## src/rtl/core/bounded_sorted_list_engine_assert.svh

```systemverilog
// ----------------------------------------------------------------------------
// Assertion macros for the sorted list engine
// Concurrent checks on clk_i; removed from synthesis builds.
// ----------------------------------------------------------------------------
`ifndef BOUNDED_SORTED_LIST_ENGINE_ASSERT_SVH
`define BOUNDED_SORTED_LIST_ENGINE_ASSERT_SVH
`ifndef SYNTHESIS
// check held off while rst_ni is low
`define BSL_ASSERT(lbl, prop, msg) \
  lbl: assert property (@(posedge clk_i) disable iff (!rst_ni) prop) else $error(msg);
// check that also holds through reset
`define BSL_ASSERT_NR(lbl, prop, msg) \
  lbl: assert property (@(posedge clk_i) prop) else $error(msg);
`else
`define BSL_ASSERT(lbl, prop, msg)
`define BSL_ASSERT_NR(lbl, prop, msg)
`endif
`endif

```

## src/rtl/core/bsl_pkg.sv

```systemverilog
`timescale 1ns / 1ps
// ----------------------------------------------------------------------------
// bsl_pkg
// Shared types and constants of the sorted list engine.
// ----------------------------------------------------------------------------
package bsl_pkg;

  localparam int unsigned DataW    = 32;
  localparam int unsigned FuncW    = 3;
  localparam int unsigned FoundW   = 4;
  localparam int unsigned CountW   = 5;

  typedef enum logic [FuncW-1:0] {
    FUNC_INSERT = 3'd0,
    FUNC_POP    = 3'd1,
    FUNC_RLT    = 3'd2,
    FUNC_SEARCH = 3'd3,
    FUNC_SORTED = 3'd4
  } func_e;

  typedef struct packed {
    logic                     ok;
    logic signed [DataW-1:0]  head_value;
    logic [FoundW-1:0]        found_index;
    logic [CountW-1:0]        removed_count;
    logic [CountW-1:0]        occupancy;
  } result_t;

endpackage

```

## src/rtl/core/bsl_mem.sv

```systemverilog
`timescale 1ns / 1ps
// ----------------------------------------------------------------------------
// bsl_mem
// Entry store: one write port, one read port, registered read data.
// ----------------------------------------------------------------------------
module bsl_mem #(
  parameter int unsigned Depth = 16,
  localparam int unsigned AddrW = $clog2(Depth)
) (
  input  logic                        clk_i,
  input  logic                        we_i,
  input  logic [AddrW-1:0]            waddr_i,
  input  logic [bsl_pkg::DataW-1:0]   wdata_i,
  input  logic                        re_i,
  input  logic [AddrW-1:0]            raddr_i,
  output logic [bsl_pkg::DataW-1:0]   rdata_o
);

  logic [bsl_pkg::DataW-1:0] mem [Depth];
  logic [bsl_pkg::DataW-1:0] rdata_q;

  always_ff @(posedge clk_i) begin
    if (we_i) begin
      mem[waddr_i] <= wdata_i;
    end
  end

  always_ff @(posedge clk_i) begin
    if (re_i) begin
      rdata_q <= mem[raddr_i];
    end
  end

  assign rdata_o = rdata_q;

endmodule

```

## src/rtl/core/bsl_seq.sv

```systemverilog
`timescale 1ns / 1ps
// ----------------------------------------------------------------------------
// bsl_seq
// Operation sequencer: walks the entry store one entry per read/evaluate
// pair, shifting or compacting entries as it goes.
// ----------------------------------------------------------------------------
`include "bounded_sorted_list_engine_assert.svh"

module bsl_seq #(
  parameter int unsigned Capacity = 16,
  localparam int unsigned CntW  = $clog2(Capacity + 1),
  localparam int unsigned AddrW = $clog2(Capacity)
) (
  input  logic                               clk_i,
  input  logic                               rst_ni,
  input  logic                               in_valid_i,
  output logic                               in_stall_o,
  input  logic [bsl_pkg::FuncW-1:0]          func_i,
  input  logic signed [bsl_pkg::DataW-1:0]   operand_value_i,
  output logic                               res_valid_o,
  input  logic                               res_ready_i,
  output bsl_pkg::result_t                   res_o,
  output logic                               mem_we_o,
  output logic [AddrW-1:0]                   mem_waddr_o,
  output logic [bsl_pkg::DataW-1:0]          mem_wdata_o,
  output logic                               mem_re_o,
  output logic [AddrW-1:0]                   mem_raddr_o,
  input  logic [bsl_pkg::DataW-1:0]          mem_rdata_i
);

  typedef enum logic [3:0] {
    S_IDLE = 4'b0001,
    S_READ = 4'b0010,
    S_EVAL = 4'b0100,
    S_DONE = 4'b1000
  } state_e;

  localparam logic [CntW-1:0] CapCnt = CntW'(Capacity);
  localparam logic [CntW-1:0] One    = CntW'(1);

  state_e                          state_q, state_d;
  bsl_pkg::func_e                  func_q, func_d;
  logic signed [bsl_pkg::DataW-1:0] val_q, val_d;
  logic signed [bsl_pkg::DataW-1:0] prev_q, prev_d;
  logic signed [bsl_pkg::DataW-1:0] head_q, head_d;
  logic [CntW-1:0]                 cnt_q, cnt_d;
  logic [CntW-1:0]                 idx_q, idx_d;
  logic [CntW-1:0]                 wr_q, wr_d;
  logic [CntW-1:0]                 found_q, found_d;
  logic [CntW-1:0]                 removed_q, removed_d;
  logic                            ok_q, ok_d;

  logic [CntW-1:0]                 idx_m1;
  logic signed [bsl_pkg::DataW-1:0] rd_val;
  logic [CntW+bsl_pkg::FoundW-1:0] found_ext;
  logic [CntW+bsl_pkg::CountW-1:0] removed_ext;
  logic [CntW+bsl_pkg::CountW-1:0] cnt_ext;

  assign idx_m1 = idx_q - One;
  assign rd_val = $signed(mem_rdata_i);

  always_comb begin
    state_d   = state_q;
    func_d    = func_q;
    val_d     = val_q;
    prev_d    = prev_q;
    head_d    = head_q;
    cnt_d     = cnt_q;
    idx_d     = idx_q;
    wr_d      = wr_q;
    found_d   = found_q;
    removed_d = removed_q;
    ok_d      = ok_q;
    mem_we_o    = 1'b0;
    mem_waddr_o = '0;
    mem_wdata_o = '0;
    mem_re_o    = 1'b0;
    mem_raddr_o = '0;

    unique case (state_q)
      S_IDLE: begin
        if (in_valid_i) begin
          func_d    = bsl_pkg::func_e'(func_i);
          val_d     = operand_value_i;
          ok_d      = 1'b0;
          head_d    = '0;
          found_d   = '0;
          removed_d = '0;
          idx_d     = '0;
          wr_d      = '0;
          state_d   = S_READ;
          unique case (bsl_pkg::func_e'(func_i))
            bsl_pkg::FUNC_INSERT: begin
              // walk down from the top, shifting entries up by one
              if (cnt_q == CapCnt) state_d = S_DONE;
              else                 idx_d   = cnt_q;
            end
            bsl_pkg::FUNC_POP: begin
              if (cnt_q == '0) state_d = S_DONE;
            end
            bsl_pkg::FUNC_RLT, bsl_pkg::FUNC_SEARCH, bsl_pkg::FUNC_SORTED: begin
              state_d = S_READ;
            end
            default: state_d = S_DONE;
          endcase
        end
      end

      S_READ: begin
        if (func_q == bsl_pkg::FUNC_INSERT) begin
          if (idx_q == '0) begin
            mem_we_o    = 1'b1;
            mem_waddr_o = '0;
            mem_wdata_o = val_q;
            cnt_d       = cnt_q + One;
            ok_d        = 1'b1;
            state_d     = S_DONE;
          end else begin
            mem_re_o    = 1'b1;
            mem_raddr_o = idx_m1[AddrW-1:0];
            state_d     = S_EVAL;
          end
        end else if (idx_q == cnt_q) begin
          // end of the walk
          state_d = S_DONE;
          unique case (func_q)
            bsl_pkg::FUNC_POP: begin
              cnt_d = cnt_q - One;
              ok_d  = 1'b1;
            end
            bsl_pkg::FUNC_RLT: begin
              removed_d = cnt_q - wr_q;
              cnt_d     = wr_q;
              ok_d      = 1'b1;
            end
            bsl_pkg::FUNC_SORTED: ok_d = 1'b1;
            default:              ok_d = 1'b0;
          endcase
        end else begin
          mem_re_o    = 1'b1;
          mem_raddr_o = idx_q[AddrW-1:0];
          state_d     = S_EVAL;
        end
      end

      S_EVAL: begin
        state_d = S_READ;
        idx_d   = idx_q + One;
        unique case (func_q)
          bsl_pkg::FUNC_INSERT: begin
            mem_we_o    = 1'b1;
            mem_waddr_o = idx_q[AddrW-1:0];
            if (rd_val < val_q) begin
              mem_wdata_o = val_q;
              cnt_d       = cnt_q + One;
              ok_d        = 1'b1;
              state_d     = S_DONE;
            end else begin
              mem_wdata_o = rd_val;
              idx_d       = idx_m1;
            end
          end
          bsl_pkg::FUNC_POP: begin
            if (idx_q == '0) begin
              head_d = rd_val;
            end else begin
              mem_we_o    = 1'b1;
              mem_waddr_o = idx_m1[AddrW-1:0];
              mem_wdata_o = rd_val;
            end
          end
          bsl_pkg::FUNC_RLT: begin
            if (!(rd_val < val_q)) begin
              mem_we_o    = 1'b1;
              mem_waddr_o = wr_q[AddrW-1:0];
              mem_wdata_o = rd_val;
              wr_d        = wr_q + One;
            end
          end
          bsl_pkg::FUNC_SEARCH: begin
            if (rd_val == val_q) begin
              ok_d    = 1'b1;
              found_d = idx_q;
              state_d = S_DONE;
            end
          end
          bsl_pkg::FUNC_SORTED: begin
            if ((idx_q != '0) && (rd_val < prev_q)) begin
              ok_d    = 1'b0;
              state_d = S_DONE;
            end else begin
              prev_d = rd_val;
            end
          end
          default: state_d = S_DONE;
        endcase
      end

      S_DONE: begin
        if (res_ready_i) state_d = S_IDLE;
      end

      default: state_d = S_IDLE;
    endcase
  end

  always_ff @(posedge clk_i or negedge rst_ni) begin
    if (!rst_ni) begin
      state_q <= S_IDLE;
      cnt_q   <= '0;
    end else begin
      state_q <= state_d;
      cnt_q   <= cnt_d;
    end
  end

  always_ff @(posedge clk_i) begin
    func_q    <= func_d;
    val_q     <= val_d;
    prev_q    <= prev_d;
    head_q    <= head_d;
    idx_q     <= idx_d;
    wr_q      <= wr_d;
    found_q   <= found_d;
    removed_q <= removed_d;
    ok_q      <= ok_d;
  end

  // result fields carry only their low bits
  assign found_ext   = {{bsl_pkg::FoundW{1'b0}}, found_q};
  assign removed_ext = {{bsl_pkg::CountW{1'b0}}, removed_q};
  assign cnt_ext     = {{bsl_pkg::CountW{1'b0}}, cnt_q};

  assign in_stall_o  = (state_q != S_IDLE);
  assign res_valid_o = (state_q == S_DONE);

  always_comb begin
    res_o.ok            = ok_q;
    res_o.head_value    = head_q;
    res_o.found_index   = found_ext[bsl_pkg::FoundW-1:0];
    res_o.removed_count = removed_ext[bsl_pkg::CountW-1:0];
    res_o.occupancy     = cnt_ext[bsl_pkg::CountW-1:0];
  end

  `BSL_ASSERT_NR(a_cnt_bound, (!rst_ni || (cnt_q <= CapCnt)), "entry count above capacity")
  `BSL_ASSERT(a_read_then_eval, (mem_re_o |=> (state_q == S_EVAL)), "read not evaluated")
  `BSL_ASSERT(a_write_in_list, (mem_we_o |-> (CntW'(mem_waddr_o) <= cnt_q)), "write past list end")
  `BSL_ASSERT(a_res_hold, ((res_valid_o && !res_ready_i) |=> (res_valid_o && $stable(res_o))), "result moved while held")

endmodule

```

## src/rtl/core/bounded_sorted_list_engine.sv

```systemverilog
`timescale 1ns / 1ps
// ----------------------------------------------------------------------------
// bounded_sorted_list_engine
// Fixed-capacity sorted list of signed 32-bit values held in a one-read,
// one-write entry store, with insert, pop, remove-below, search and order check.
//
//   channel | direction | handshake           | payload
//   --------+-----------+---------------------+----------------------------------
//   in      | input     | in_valid_i/stall_o  | func_i, operand_value_i
//   out     | output    | out_valid_o/stall_i | ok_o, head_value_o, found_index_o,
//           |           |                     | removed_count_o, occupancy_o
//
// The sequencer reads and then evaluates each entry visited, in its S_READ
// and S_EVAL states, as the store returns registered read data. The longest
// operations are pop, remove-below, a missed search or an order check over
// a full list.
// After reset the list is empty; the store itself is not cleared.
// in_stall_o is high from acceptance until the result is handed to the output
// register; a finished result waits there without holding off the next input.
// ----------------------------------------------------------------------------
module bounded_sorted_list_engine #(
  parameter int unsigned CAPACITY = 16
) (
  input  logic                              clk_i,
  input  logic                              rst_ni,
  input  logic                              in_valid_i,
  output logic                              in_stall_o,
  input  logic [bsl_pkg::FuncW-1:0]         func_i,
  input  logic signed [bsl_pkg::DataW-1:0]  operand_value_i,
  output logic                              out_valid_o,
  input  logic                              out_stall_i,
  output logic                              ok_o,
  output logic signed [bsl_pkg::DataW-1:0]  head_value_o,
  output logic [bsl_pkg::FoundW-1:0]        found_index_o,
  output logic [bsl_pkg::CountW-1:0]        removed_count_o,
  output logic [bsl_pkg::CountW-1:0]        occupancy_o
);

  localparam int unsigned AddrW = $clog2(CAPACITY);

  logic                        mem_we;
  logic [AddrW-1:0]            mem_waddr;
  logic [bsl_pkg::DataW-1:0]   mem_wdata;
  logic                        mem_re;
  logic [AddrW-1:0]            mem_raddr;
  logic [bsl_pkg::DataW-1:0]   mem_rdata;

  logic                        res_valid;
  logic                        res_ready;
  bsl_pkg::result_t            res;

  logic                        out_valid_q, out_valid_d;
  bsl_pkg::result_t            out_q;

  bsl_mem #(
    .Depth (CAPACITY)
  ) u_mem (
    .clk_i   (clk_i),
    .we_i    (mem_we),
    .waddr_i (mem_waddr),
    .wdata_i (mem_wdata),
    .re_i    (mem_re),
    .raddr_i (mem_raddr),
    .rdata_o (mem_rdata)
  );

  bsl_seq #(
    .Capacity (CAPACITY)
  ) u_seq (
    .clk_i           (clk_i),
    .rst_ni          (rst_ni),
    .in_valid_i      (in_valid_i),
    .in_stall_o      (in_stall_o),
    .func_i          (func_i),
    .operand_value_i (operand_value_i),
    .res_valid_o     (res_valid),
    .res_ready_i     (res_ready),
    .res_o           (res),
    .mem_we_o        (mem_we),
    .mem_waddr_o     (mem_waddr),
    .mem_wdata_o     (mem_wdata),
    .mem_re_o        (mem_re),
    .mem_raddr_o     (mem_raddr),
    .mem_rdata_i     (mem_rdata)
  );

  // output register takes a result when empty or being drained
  assign res_ready = !out_valid_q || !out_stall_i;

  always_comb begin
    out_valid_d = out_valid_q;
    if (res_valid && res_ready) begin
      out_valid_d = 1'b1;
    end else if (!out_stall_i) begin
      out_valid_d = 1'b0;
    end
  end

  always_ff @(posedge clk_i or negedge rst_ni) begin
    if (!rst_ni) begin
      out_valid_q <= 1'b0;
    end else begin
      out_valid_q <= out_valid_d;
    end
  end

  always_ff @(posedge clk_i) begin
    if (res_valid && res_ready) begin
      out_q <= res;
    end
  end

  assign out_valid_o     = out_valid_q;
  assign ok_o            = out_q.ok;
  assign head_value_o    = out_q.head_value;
  assign found_index_o   = out_q.found_index;
  assign removed_count_o = out_q.removed_count;
  assign occupancy_o     = out_q.occupancy;

endmodule
```

## config.mk

```make
export PLATFORM = sky130hd
export DESIGN_NAME = bounded_sorted_list_engine
export DESIGN_NICKNAME = d
export VERILOG_FILES = /design/src/rtl/core/bsl_pkg.sv /design/src/rtl/core/bsl_mem.sv /design/src/rtl/core/bsl_seq.sv /design/src/rtl/core/bounded_sorted_list_engine.sv
export VERILOG_INCLUDE_DIRS = /design/src /design/src/rtl/core
export SDC_FILE = /design/constraint.sdc
export NUM_CORES = 1
export LEC_CHECK = 0
export ABC_AREA = 1
export BUFFER_PORTS_ARGS = -buffer_cell sky130_fd_sc_hd__buf_2
export CAP_MARGIN = 20
export CORE_AREA = 2 2 268 270
export DETAILED_ROUTE_END_ITERATION = 10
export DIE_AREA = 0 0 270 272
export HOLD_SLACK_MARGIN = 0.03
export PLACE_DENSITY_LB_ADDON = 0.08
export REMOVE_ABC_BUFFERS = 1
export SLEW_MARGIN = 20
export SYNTH_ARGS = -nofsm -noshare
export SYNTH_HDL_FRONTEND = slang
export SYNTH_SLANG_ARGS = --single-unit
```

## constraint.sdc

```tcl
create_clock -name clk_i -period 7.7 [get_ports clk_i]
set_clock_uncertainty 0.2 [all_clocks]
set_input_delay 0.385 -clock clk_i [delete_from_list [all_inputs] [get_ports clk_i]]
set_output_delay 0.385 -clock clk_i [all_outputs]
set_load 0.005 [all_outputs]
```

After elaboration in Yosys (flattened, before gate mapping)
Memory sizes are Yosys's and may differ from the RTL's. A register that Yosys moved wholly into a read port is not among the register bits.
Index checks and enable logic that the tools add are counted.
{ "totals": {"memories": 1, "wordCells": 169, "mem_bits_rw": 512, "output_inout_bits": 49, "ff_bits": 176} }
{ "mem_list": {"columns": ["memory", "depth", "width", "read_ports", "rd_ports_with_merged_regs", "write_ports", "line", "source"], "rows": [
  ["u_mem.mem", 16, 32, 1, 1, 1, "bsl_mem.sv:19", "logic [bsl_pkg::DataW-1:0] mem [Depth];"]
]} }
{ "op_classes": {"n_reduce_logical": 27, "n_eq_ne": 37, "bitwise": 1, "magnitude_cmp": 2, "n_mux": 78, "n_addsub": 6} }
{ "ops": {"columns": ["op", "count"], "rows": [
  ["2-to-1 mux 32 bit", 8],
  ["case mux 32 bit (2 select lines)", 2],
  ["case mux 32 bit (3 select lines)", 1],
  ["2-to-1 mux 5 bit", 16],
  ["2-to-1 mux 4 bit", 18],
  ["< comparator 32 bit", 2],
  ["case mux 5 bit (2 select lines)", 5],
  ["equality test 32 bit", 1],
  ["case mux 4 bit (4 select lines)", 2],
  ["case mux 4 bit (3 select lines)", 2],
  ["2-to-1 mux 1 bit", 19],
  ["inequality test 2 x 1 -> 1 bit, second input constant", 8],
  ["adder 5 x 1 -> 5 bit, second input constant", 3],
  ["equality test 3 x 2 -> 1 bit, second input constant", 4],
  ["inequality test 2 bit, second input constant", 6],
  ["AND reduction 4 bit", 3],
  ["logical NOT 5 bit", 2],
  ["subtractor 5 x 1 -> 5 bit, second input constant", 2],
  ["case mux 1 bit (3 select lines)", 3],
  ["inequality test 4 x 1 -> 1 bit, second input constant", 2],
  ["case mux 4 bit (2 select lines)", 1],
  ["AND reduction 8 bit", 1],
  ["equality test 3 x 1 -> 1 bit, second input constant", 2],
  ["equality test 3 bit, second input constant", 2],
  ["26 further kinds", 36]
]} }

Logic depth before layout (Yosys ltp)
Gate-level depths: netlist of the first run.
{ "logic_depth": {"word_depth": 6, "mapped_depth": 22, "depth_no_buf": 22} }

Modules after synthesis
From an unflattened synthesis of the first run, not the netlist that was laid out.
{ "unflattened": {"hier_cells": 3144, "area_unflattened_um2": 32872.8} }
{ "by_module_without_submodules": {"columns": ["module", "area_each_um2", "cells_per_inst", "seq_area_each_um2", "instances"], "rows": [
  ["bsl_mem", 23065.9, 2122, 16335.7, 1],
  ["bsl_seq", 8354.3, 970, 3799.9, 1],
  ["bounded_sorted_list_engine", 1452.6, 52, 1436.4, 1]
]} }

Worst setup path after synthesis of the first run
Ideal clock, no wire load.
{ "synth_path": {"path_kind": "reg2reg", "from": "register u_seq.state_q[0]", "to": "register u_seq.head_q[0] (netlist name) (enable)", "synth_period_minus_slack_ps": 5081, "setup_time_ps": 421, "path_buffers": 0, "arrival_ps": 4460, "setup_slack_ps": 2619, "t_required_ps": 7079, "stages_incl_launch_ff": 9, "path_cell_list": "dfstp_2 -> inv_1 -> nor4_1 -> inv_1 -> nor2_1 -> inv_1 -> nand2_1 -> inv_1 -> nor2_1"} }
{ "synth_between": {"elab_chain_cells": 3, "elab_cells_between_ends": 7, "cone_classes": "eq/ne (5); reduce/logical (2)"} }
{ "synth_lines": {"columns": ["element", "line", "source"], "rows": [
  ["start, declared", "bsl_seq.sv:41", "state_e state_q, state_d;"],
  ["start signal, assigned", "bsl_seq.sv:212", "state_q <= state_d;"],
  ["equality test 4 x 3 -> 1 bit or equality test 4 x 1 -> 1 bit (tied branches)", "bsl_seq.sv:80", "unique case (state_q)"],
  ["inequality test 2 x 1 -> 1 bit (no source line) (tied with other cells)", null, null],
  ["AND reduction 4 bit (no source line) (*)", null, null],
  ["end signal, assigned", "bsl_seq.sv:221", "head_q <= head_d;"],
  ["end, declared", "bsl_seq.sv:45", "logic signed [bsl_pkg::DataW-1:0] head_q, head_d;"]
]} }
Every way passes the cells marked *; elsewhere a longest branch is shown, timed or not.
A chain may end at the register's enable or synchronous reset.

Worst setup path in the final report of the first run
{ "layout_path": {"from": "register u_seq.idx_q[0]", "to": "memory u_mem.mem[3][22] (netlist name) (enable)"} }
{ "layout_between": {"elab_chain_cells": 6, "elab_cells_between_ends": 12, "cone_classes": "add/sub (1); mux (10); reduce/logical (1)"} }
{ "layout_lines": {"columns": ["element", "line", "source"], "rows": [
  ["start, declared", "bsl_seq.sv:47", "logic [CntW-1:0] idx_q, idx_d;"],
  ["start signal, assigned", "bsl_seq.sv:222", "idx_q <= idx_d;"],
  ["branches (longest 6 deep; another with subtractor 5 x 1 -> 5 bit)", null, null],
  ["end, declared", "bsl_mem.sv:19", null]
]} }
Parallel ways; which one is timed is not known.

==> impl_metrics.py, run 1 <==
metrics = {
    "run_status": {
        "status": "finished clean",
    },
    "setup_path": {
        "start_kind": "flip-flop",
        "required_ps": 7750,
        "criticalPathCategory": "flip-flop to flip-flop",
        "cp.arrival_ps": 4910,
        "worstReg2RegStart": "u_seq.idx_q[0]$_DFFE_PP_",
        "cp_max_fo": 32,
        "startpoint": "u_seq.idx_q[0]$_DFFE_PP_",
        "crit_path_end_kind": "flip-flop",
    },
    "timing": {
        "drv_slew": 0,
        "grt_setup_unrepaired": "no",
        "tns_ps": 0,
        "slew_headroom": 0.266,
        "tightest_slew_ps": 1100,
        "max_freq_ghz": 0.206,
        "period_needed_ps": 4860,
        "finalCritPeriodShare": 0.631,
        "finalSetupViolations": 0,
        "hold_violations": 0,
    },
    "final_layout": {
        "area_delta_synth_final_pct": 14.2,
        "drive_above_1_share": 0.100,
        "layout.nets": 2910,
        "antenna_cells": 0,
        "fillers": 6177,
        "layout_commonest_cell": "edfxtp_1",
        "layout_common_cells": "edfxtp_1 (710), nand2_1 (573), inv_1 (411)",
    },
    "yosys": {
        "synthSimpleGateAreaFrac": 0.125,
        "ys_warn_count": 0,
        "syn-cell-area_sq_um": 31400,
        "synth-seq-cells": 720,
        "synth.area.mux_share": 0,
        "synth-edff-count": 710,
        "synth_compound_area_frac": 0.0843,
        "synth_xor_area_frac": 0.00391,
        "synthArstFlopShare": 0.0139,
        "ys_types": 44,
        "synth.yosys.seq_area_share": 0.687,
        "synth_top_area_share": 0.679,
        "synth_top_area_cell": "edfxtp_1",
        "syn_inst": 2683,
        "synthTopCellsByArea": "edfxtp_1 (68%), nand2_1 (6.9%), o211ai_1 (6.2%)",
        "synth_area_per_cell_sq_um": 11.7,
        "synthAdderAreaFrac": 0.0293,
        "synthFlopType": "edfxtp_1",
        "synth_top_family_by_area": "simple AND/OR/NAND/NOR gates",
    },
    "clocking": {
        "tritoncts": "done",
        "postCtsSetupBuffers": 0,
        "clkSlewWorstSetupHoldPaths_ps": 60,
        "cts_hold_buf": 40,
        "htree_levels": 3,
        "cts_resized": 0,
        "clock_path_buffers": 3,
        "clk_latency_ps": 630,
        "cts-root-buf": "clkbuf_16",
        "numCtsBuffers": 79,
        "clock-sinks": 720,
    },
    "pwr": {
        "leakagePower_nw": 13.7,
        "ir_drop_mv": 0.174,
        "power_mw": 10.2,
        "power_density_nw_per_um2": 283,
    },
    "placement": {
        "dpl.hpwl_microns": 48200,
        "portBuffers": 87,
        "place.gp.congestion": 0.859,
    },
    "die": {
        "core_sq_um": 70800,
        "die_y_microns": 272,
        "die_x_microns": 270,
        "num_rows": 98,
        "ios": 88,
        "die_area_sq_um": 73400,
        "start_util": 0.444,
    },
    "routing": {
        "antenna_left": 0,
        "dr.pass1.iters": 5,
        "drc": 0,
        "routedWlPerCell_microns": 22.0,
        "drt_wl_total_microns": 84000,
        "via_per_inst": 5.26,
        "vias": 20000,
        "drt-initial-drc-count": 1859,
    },
    "global_routing": {
        "antenna_found_initial": 1,
        "gr-total-overflow": 0,
        "grt_max_degree": 175,
        "track_usage": 0.230,
        "first_global_vias": 19400,
        "grt_pass1_wl_microns": 126000,
    },
    "worst_hold_path": {
        "min_path_type": "flip-flop to flip-flop",
        "min_from": "u_seq.head_q[3]$_SDFFCE_PN0P_",
    },
    "job": {
        "maxCapViolCount": 0,
    },
}
## synth_stat cells (all sizes together) (2+ instances only)
library cell and count:
nand4 8, a31oi 2, o211ai 260, buf 107, or2 2, a21oi 49
clkbuf 22, xor2 10, o21a 3, nor3 8, ha 72, nand2 576
nand3 227, o21bai 2, o22ai 3, dfrtp 9, edfxtp 710, inv 421
xnor2 4, o21ai 67, nor2 109, a211oi 3
## sequential cells by signal (all words and copies together) (netlist names), 32 cells and up
signal	cells
u_mem.mem	512
u_seq.prev_q	32
head_value_o	32
u_seq.val_q	32
u_mem.rdata_o	32
u_seq.head_q	32
## path summary, 6_finish.rpt
path,slack [ps],cells past startpoint,to
setup / recovery,2840,13,u_mem.mem[3][22]$_DFFE_PP_
hold / removal,210,0,head_value_o[3]$_DFFE_PP_
setup reg to reg,2840,13,u_mem.mem[3][22]$_DFFE_PP_
hold reg to reg,210,0,head_value_o[3]$_DFFE_PP_
max in group asynchronous,5780,4,u_seq.cnt_q[0]$_DFFE_PN0P_
min in group asynchronous,610,3,u_seq.state_q[0]$_DFFE_PN1P_
## power breakdown
part           leakage [nW]  internal (mW)  switching (mW)
clock                  1.27           2.25            1.55
sequential             5.68           4.62           0.199
combinational          6.76          0.454            1.09
## kinds of logic after synthesis
kind of cell             count (synthesis)
AND/OR/NAND/NOR                        933
flip-flops                             720
buffers and inverters                  551
AO/OA/AOI/OAI                          392
adder cells (fa/ha/maj)                 73
XOR/XNOR                                14
## per-stage QoR
| stage | cell area [sq um] | setup slack [ps] | hold slack, ps | utilization | std cells |
|---|---|---|---|---|---|
| finish | 35900 | 2840 | 214 | 0.507 | 3811 |
| global route | 35900 | 2650 | 223 | 0.507 | 3811 |
| CTS | 35800 | 2920 | 214 | 0.507 | 3811 |
| detailed placement | 32900 | 2940 | 76.4 | 0.465 | 3627 |
| global placement | 32900 | 3000 | 67.4 | 0.464 | 3627 |
| floorplan | 30800 | 1960 | -111 | - | 2554 |
## cell type report
| type | count | area [sq um] | area share |
|---|---|---|---|
| Sequential cell | 720 | 21600 | 0.602 |
| Multi-Input combinational cell | 1412 | 7780 | 0.217 |
| Clock buffer | 100 | 2120 | 0.0590 |
| Inverter | 422 | 1590 | 0.0444 |
| Tap cell | 950 | 1190 | 0.0332 |
| Timing Repair Buffer | 163 | 1140 | 0.0318 |
| Clock inverter | 44 | 465 | 0.0130 |
## worst max-delay path: stages (launching register included)
cell and delay, ps:
edfxtp_1 520, inv_1 200, ha_1 200, nand3_1 120, nor2_2 200, inv_2 110, nor2_2 210, inv_2 100
nor2_4 830, inv_1 270, nand2_1 160, nand3_1 250, nor2_4 520, buf_4 540
## layer usage
layer / share of wire / up-vias / GRT usage
li1: - / 9575 / -
met1: 0.46 / 9727 / 0.327
met2: 0.45 / 591 / 0.363
met3: 0.060 / 151 / 0.0403
met4: 0.030 / 2 / 0.0716
met5: 0.00015 / - / 0
Note: power is estimated with default switching activity, not from simulation.
==> inputs of run 2 (changes only) <==
- ABC_AREA: 1 -> 0
- CORE_AREA: 2 2 268 270 -> 2 2 258 260
- DIE_AREA: 0 0 270 272 -> 0 0 260 262
- clock period: 7.7 -> 4.62 ns (I/O delays scaled with it)
==> impl_metrics.py, run 2 <==
metrics = {
    "yosys": {
        "synth.cells.most_frequent": "edfxtp_1 (710), mux4_2 (128), inv_1 (81), nand2_1 (81), ha_1 (72)",
        "synth-seq-cells": 720,
        "synthArstFlopShare": 0.0139,
        "synth.area.mux_share": 0.101,
        "synth.yosys.seq_area_share": 0.743,
        "ys_warn_count": 0,
        "synthSimpleGateAreaFrac": 0.0435,
        "ys_types": 64,
        "yosysMostFrequentCell": "edfxtp_1",
        "synth_top_family_by_area": "multiplexers",
        "synth-edff-count": 710,
        "syn-cell-area_sq_um": 29000,
        "synthTopCellsByArea": "edfxtp_1 (73%), mux4_2 (9.9%), ha_1 (3.1%)",
        "synth_xor_area_frac": 0.00513,
        "syn_inst": 1580,
        "synth_top_area_share": 0.734,
        "synth_compound_area_frac": 0.0552,
        "synth_top_area_cell": "edfxtp_1",
        "synth_area_per_cell_sq_um": 18.4,
        "synthFlopType": "edfxtp_1",
        "synthAdderAreaFrac": 0.0317,
    },
    "setup_path": {
        "path_buf_inv": 1,
        "worst-r2r-cell-count": 10,
        "required_ps": 4720,
        "critical-path-top-delay-family": "simple AND/OR/NAND/NOR gates",
        "cp.arrival_ps": 4580,
        "crit_chain": "ha_1, nand4_1, or4_1, or3_4, a31oi_4, or2_1, a31oi_1, or2_2, nor2_4, buf_12",
        "start_kind": "flip-flop",
        "cp_max_fo": 21,
        "criticalPathCategory": "flip-flop to flip-flop",
        "cp_slowest_stage_delay_ps": 580,
        "path_depth": 10,
        "crit_path_top_delay_cell": "or4_1",
        "crit_path_end_kind": "flip-flop",
    },
    "pwr": {
        "switching_power_mw": 4.25,
        "p_seq_frac": 0.485,
        "leakagePower_nw": 13.0,
        "switching_share": 0.260,
        "p_clk_frac": 0.369,
        "power_density_nw_per_um2": 474,
        "p_int_mw": 12.1,
        "pwr-share-comb": 0.146,
        "ir_drop_mv": 0.270,
    },
    "routing": {
        "drt-initial-drc-count": 1458,
        "drt_wl_total_microns": 73800,
        "m1WireLength_microns": 32500,
        "dr.pass1.iters": 5,
        "drc": 0,
        "route.met3.wl_microns": 4940,
        "antenna_left": 0,
        "routedWlPerCell_microns": 26.9,
        "vias": 15500,
        "wl_met2_microns": 34800,
        "via_per_inst": 5.66,
        "top_layer": "met4",
    },
    "run_status": {
        "status": "finished clean",
    },
    "clocking": {
        "numCtsBuffers": 78,
        "cts-root-buf": "clkbuf_16",
        "clock_path_buffers": 3,
        "clkSlewWorstSetupHoldPaths_ps": 60,
        "htree_levels": 3,
        "clock-sinks": 720,
        "clk_latency_ps": 620,
        "tritoncts": "done",
    },
    "worst_hold_path": {
        "min_path_type": "input port to flip-flop",
        "hold_depth": 2,
    },
    "job": {
        "maxCapViolCount": 0,
    },
    "final_layout": {
        "layout.nets": 1936,
        "top_register": "u_mem.mem",
        "area_delta_synth_final_pct": 18.7,
        "largest_reg_flops": 512,
        "final-seq-area_sq_um": 21600,
        "drive_above_1_share": 0.255,
        "antenna_cells": 0,
        "layout_common_cells": "edfxtp_1 (710), mux4_2 (128), buf_2 (87)",
        "final_core_util": 0.528,
        "fillers": 5196,
        "layout_commonest_cell": "edfxtp_1",
        "multiInputGateArea_sq_um": 7120,
    },
    "timing": {
        "finalSetupViolations": 0,
        "slew_headroom": 0.298,
        "drv_slew": 0,
        "max_freq_ghz": 0.223,
        "period_needed_ps": 4480,
        "hold_violations": 0,
        "tightest_slew_ps": 1050,
        "grt_setup_unrepaired": "no",
        "finalCritPeriodShare": 0.970,
        "setup_ws_ps": 137,
    },
    "die": {
        "die_x_microns": 260,
        "num_rows": 94,
        "core_sq_um": 65300,
        "die_area_sq_um": 68100,
        "die_y_microns": 262,
        "start_util": 0.445,
        "ios": 88,
    },
    "global_routing": {
        "grt_max_degree": 52,
        "first_global_vias": 15700,
        "track_usage": 0.221,
        "gr-total-overflow": 0,
        "antenna_found_initial": 4,
        "grt_pass1_wl_microns": 107000,
    },
    "placement": {
        "place.gp.congestion": 0.876,
        "portBuffers": 87,
        "dpl.hpwl_microns": 47400,
        "pre_cts_slack_ps": 160,
    },
}
==> run 2: cell types whose count changed in the layout (fill, tap and decap cells not counted), sizes merged, moves of 9 or more <==
| cell | change |
|---|---|
| mux4 | +128 |
| and2 | +40 |
| inv | -343 |
| o21ai | -35 |
| o211ai | -258 |
| nor2 | -49 |
| a22o | +31 |
| o31ai | +9 |
| a22oi | +64 |
| nand2 | -495 |
| nand3 | -209 |
| buf | +68 |
| nor3 | +9 |
==> run 2: final timing paths <==
kind                                                    start                           end  slack, ps
worst min-delay path                      operand_value_i[18]     u_seq.val_q[18]$_DFFE_PP_        120
worst max register to register    u_mem.rdata_o[19]$_DFFE_PP_    u_mem.mem[3][25]$_DFFE_PP_        140
min in group asynchronous                              rst_ni  u_seq.state_q[0]$_DFFE_PN1P_        440
worst max-delay path              u_mem.rdata_o[19]$_DFFE_PP_    u_mem.mem[3][25]$_DFFE_PP_        140
max in group asynchronous                              rst_ni    u_seq.cnt_q[0]$_DFFE_PN0P_       2930
worst min register to register  u_seq.head_q[8]$_SDFFCE_PN0P_     head_value_o[8]$_DFFE_PP_        220
==> run 2: timing repair <==
item,CTS,global route
setup buffers,0,0
endpoints found under the setup margin,0,205
gates resized for setup,0,13
hold endpoints to repair,68,0
hold buffers,41,0
==> run 2: cell type report <==
cell class                      count  area share
Multi-Input combinational cell    711       0.206
Clock inverter                     37      0.0103
Timing Repair Buffer              232      0.0566
Inverter                           81     0.00882
Sequential cell                   720       0.626
Tap cell                          864      0.0313
Clock buffer                      101      0.0610
==> run 2: worst register-to-register path, cell delays in order, from the launching register on <==
cell	delay, ps
edfxtp_1	450
ha_1	350
nand4_1	390
or4_1	590
or3_4	370
a31oi_4	210
or2_1	340
a31oi_1	230
or2_2	450
nor2_4	310
buf_12	260
==> run 2: power by group through the flow <==
stage	Combinational (mW)	Clock [mW]	Sequential (mW)
2_1_floorplan	1.50	0	7.99
3_3_place_gp	2.35	0	8.05
3_5_place_dp	2.36	0	8.05
4_1_cts	2.41	6.17	7.92
5_1_grt	2.62	6.43	7.96
6_report	2.39	6.03	7.92
==> run 2: kinds of logic (layout without fill, tap and decap cells) <==
group | after synthesis | count (layout)
compound gates | 230 | 230
xor+xnor | 17 | 17
fa+ha+maj | 73 | 73
buf+inv | 149 | 451
flops | 720 | 720
mux | 133 | 133
simple gates | 258 | 258
==> run 2: stage by stage <==
step	area [sq um]	instances	hold WS (ps)	TNS, ps	total power [mW]
final	34500	2746	122	0	16.3
after CTS	34500	2746	84.8	0	16.5
after floorplan	28700	1512	-265	-1210900	9.49
after detailed placement	31600	2567	-89.1	0	10.4
after global routing	34500	2746	111	0	17.0
after global placement	31600	2567	-93.7	0	10.4
==> run 2: metal layers <==
| metal | vias up | global-route usage |
|---|---|---|
| li1 | 6828 | - |
| met1 | 8068 | 0.314 |
| met2 | 536 | 0.349 |
| met3 | 98 | 0.0433 |
| met4 | 0 | 0.0678 |
| met5 | - | 0 |
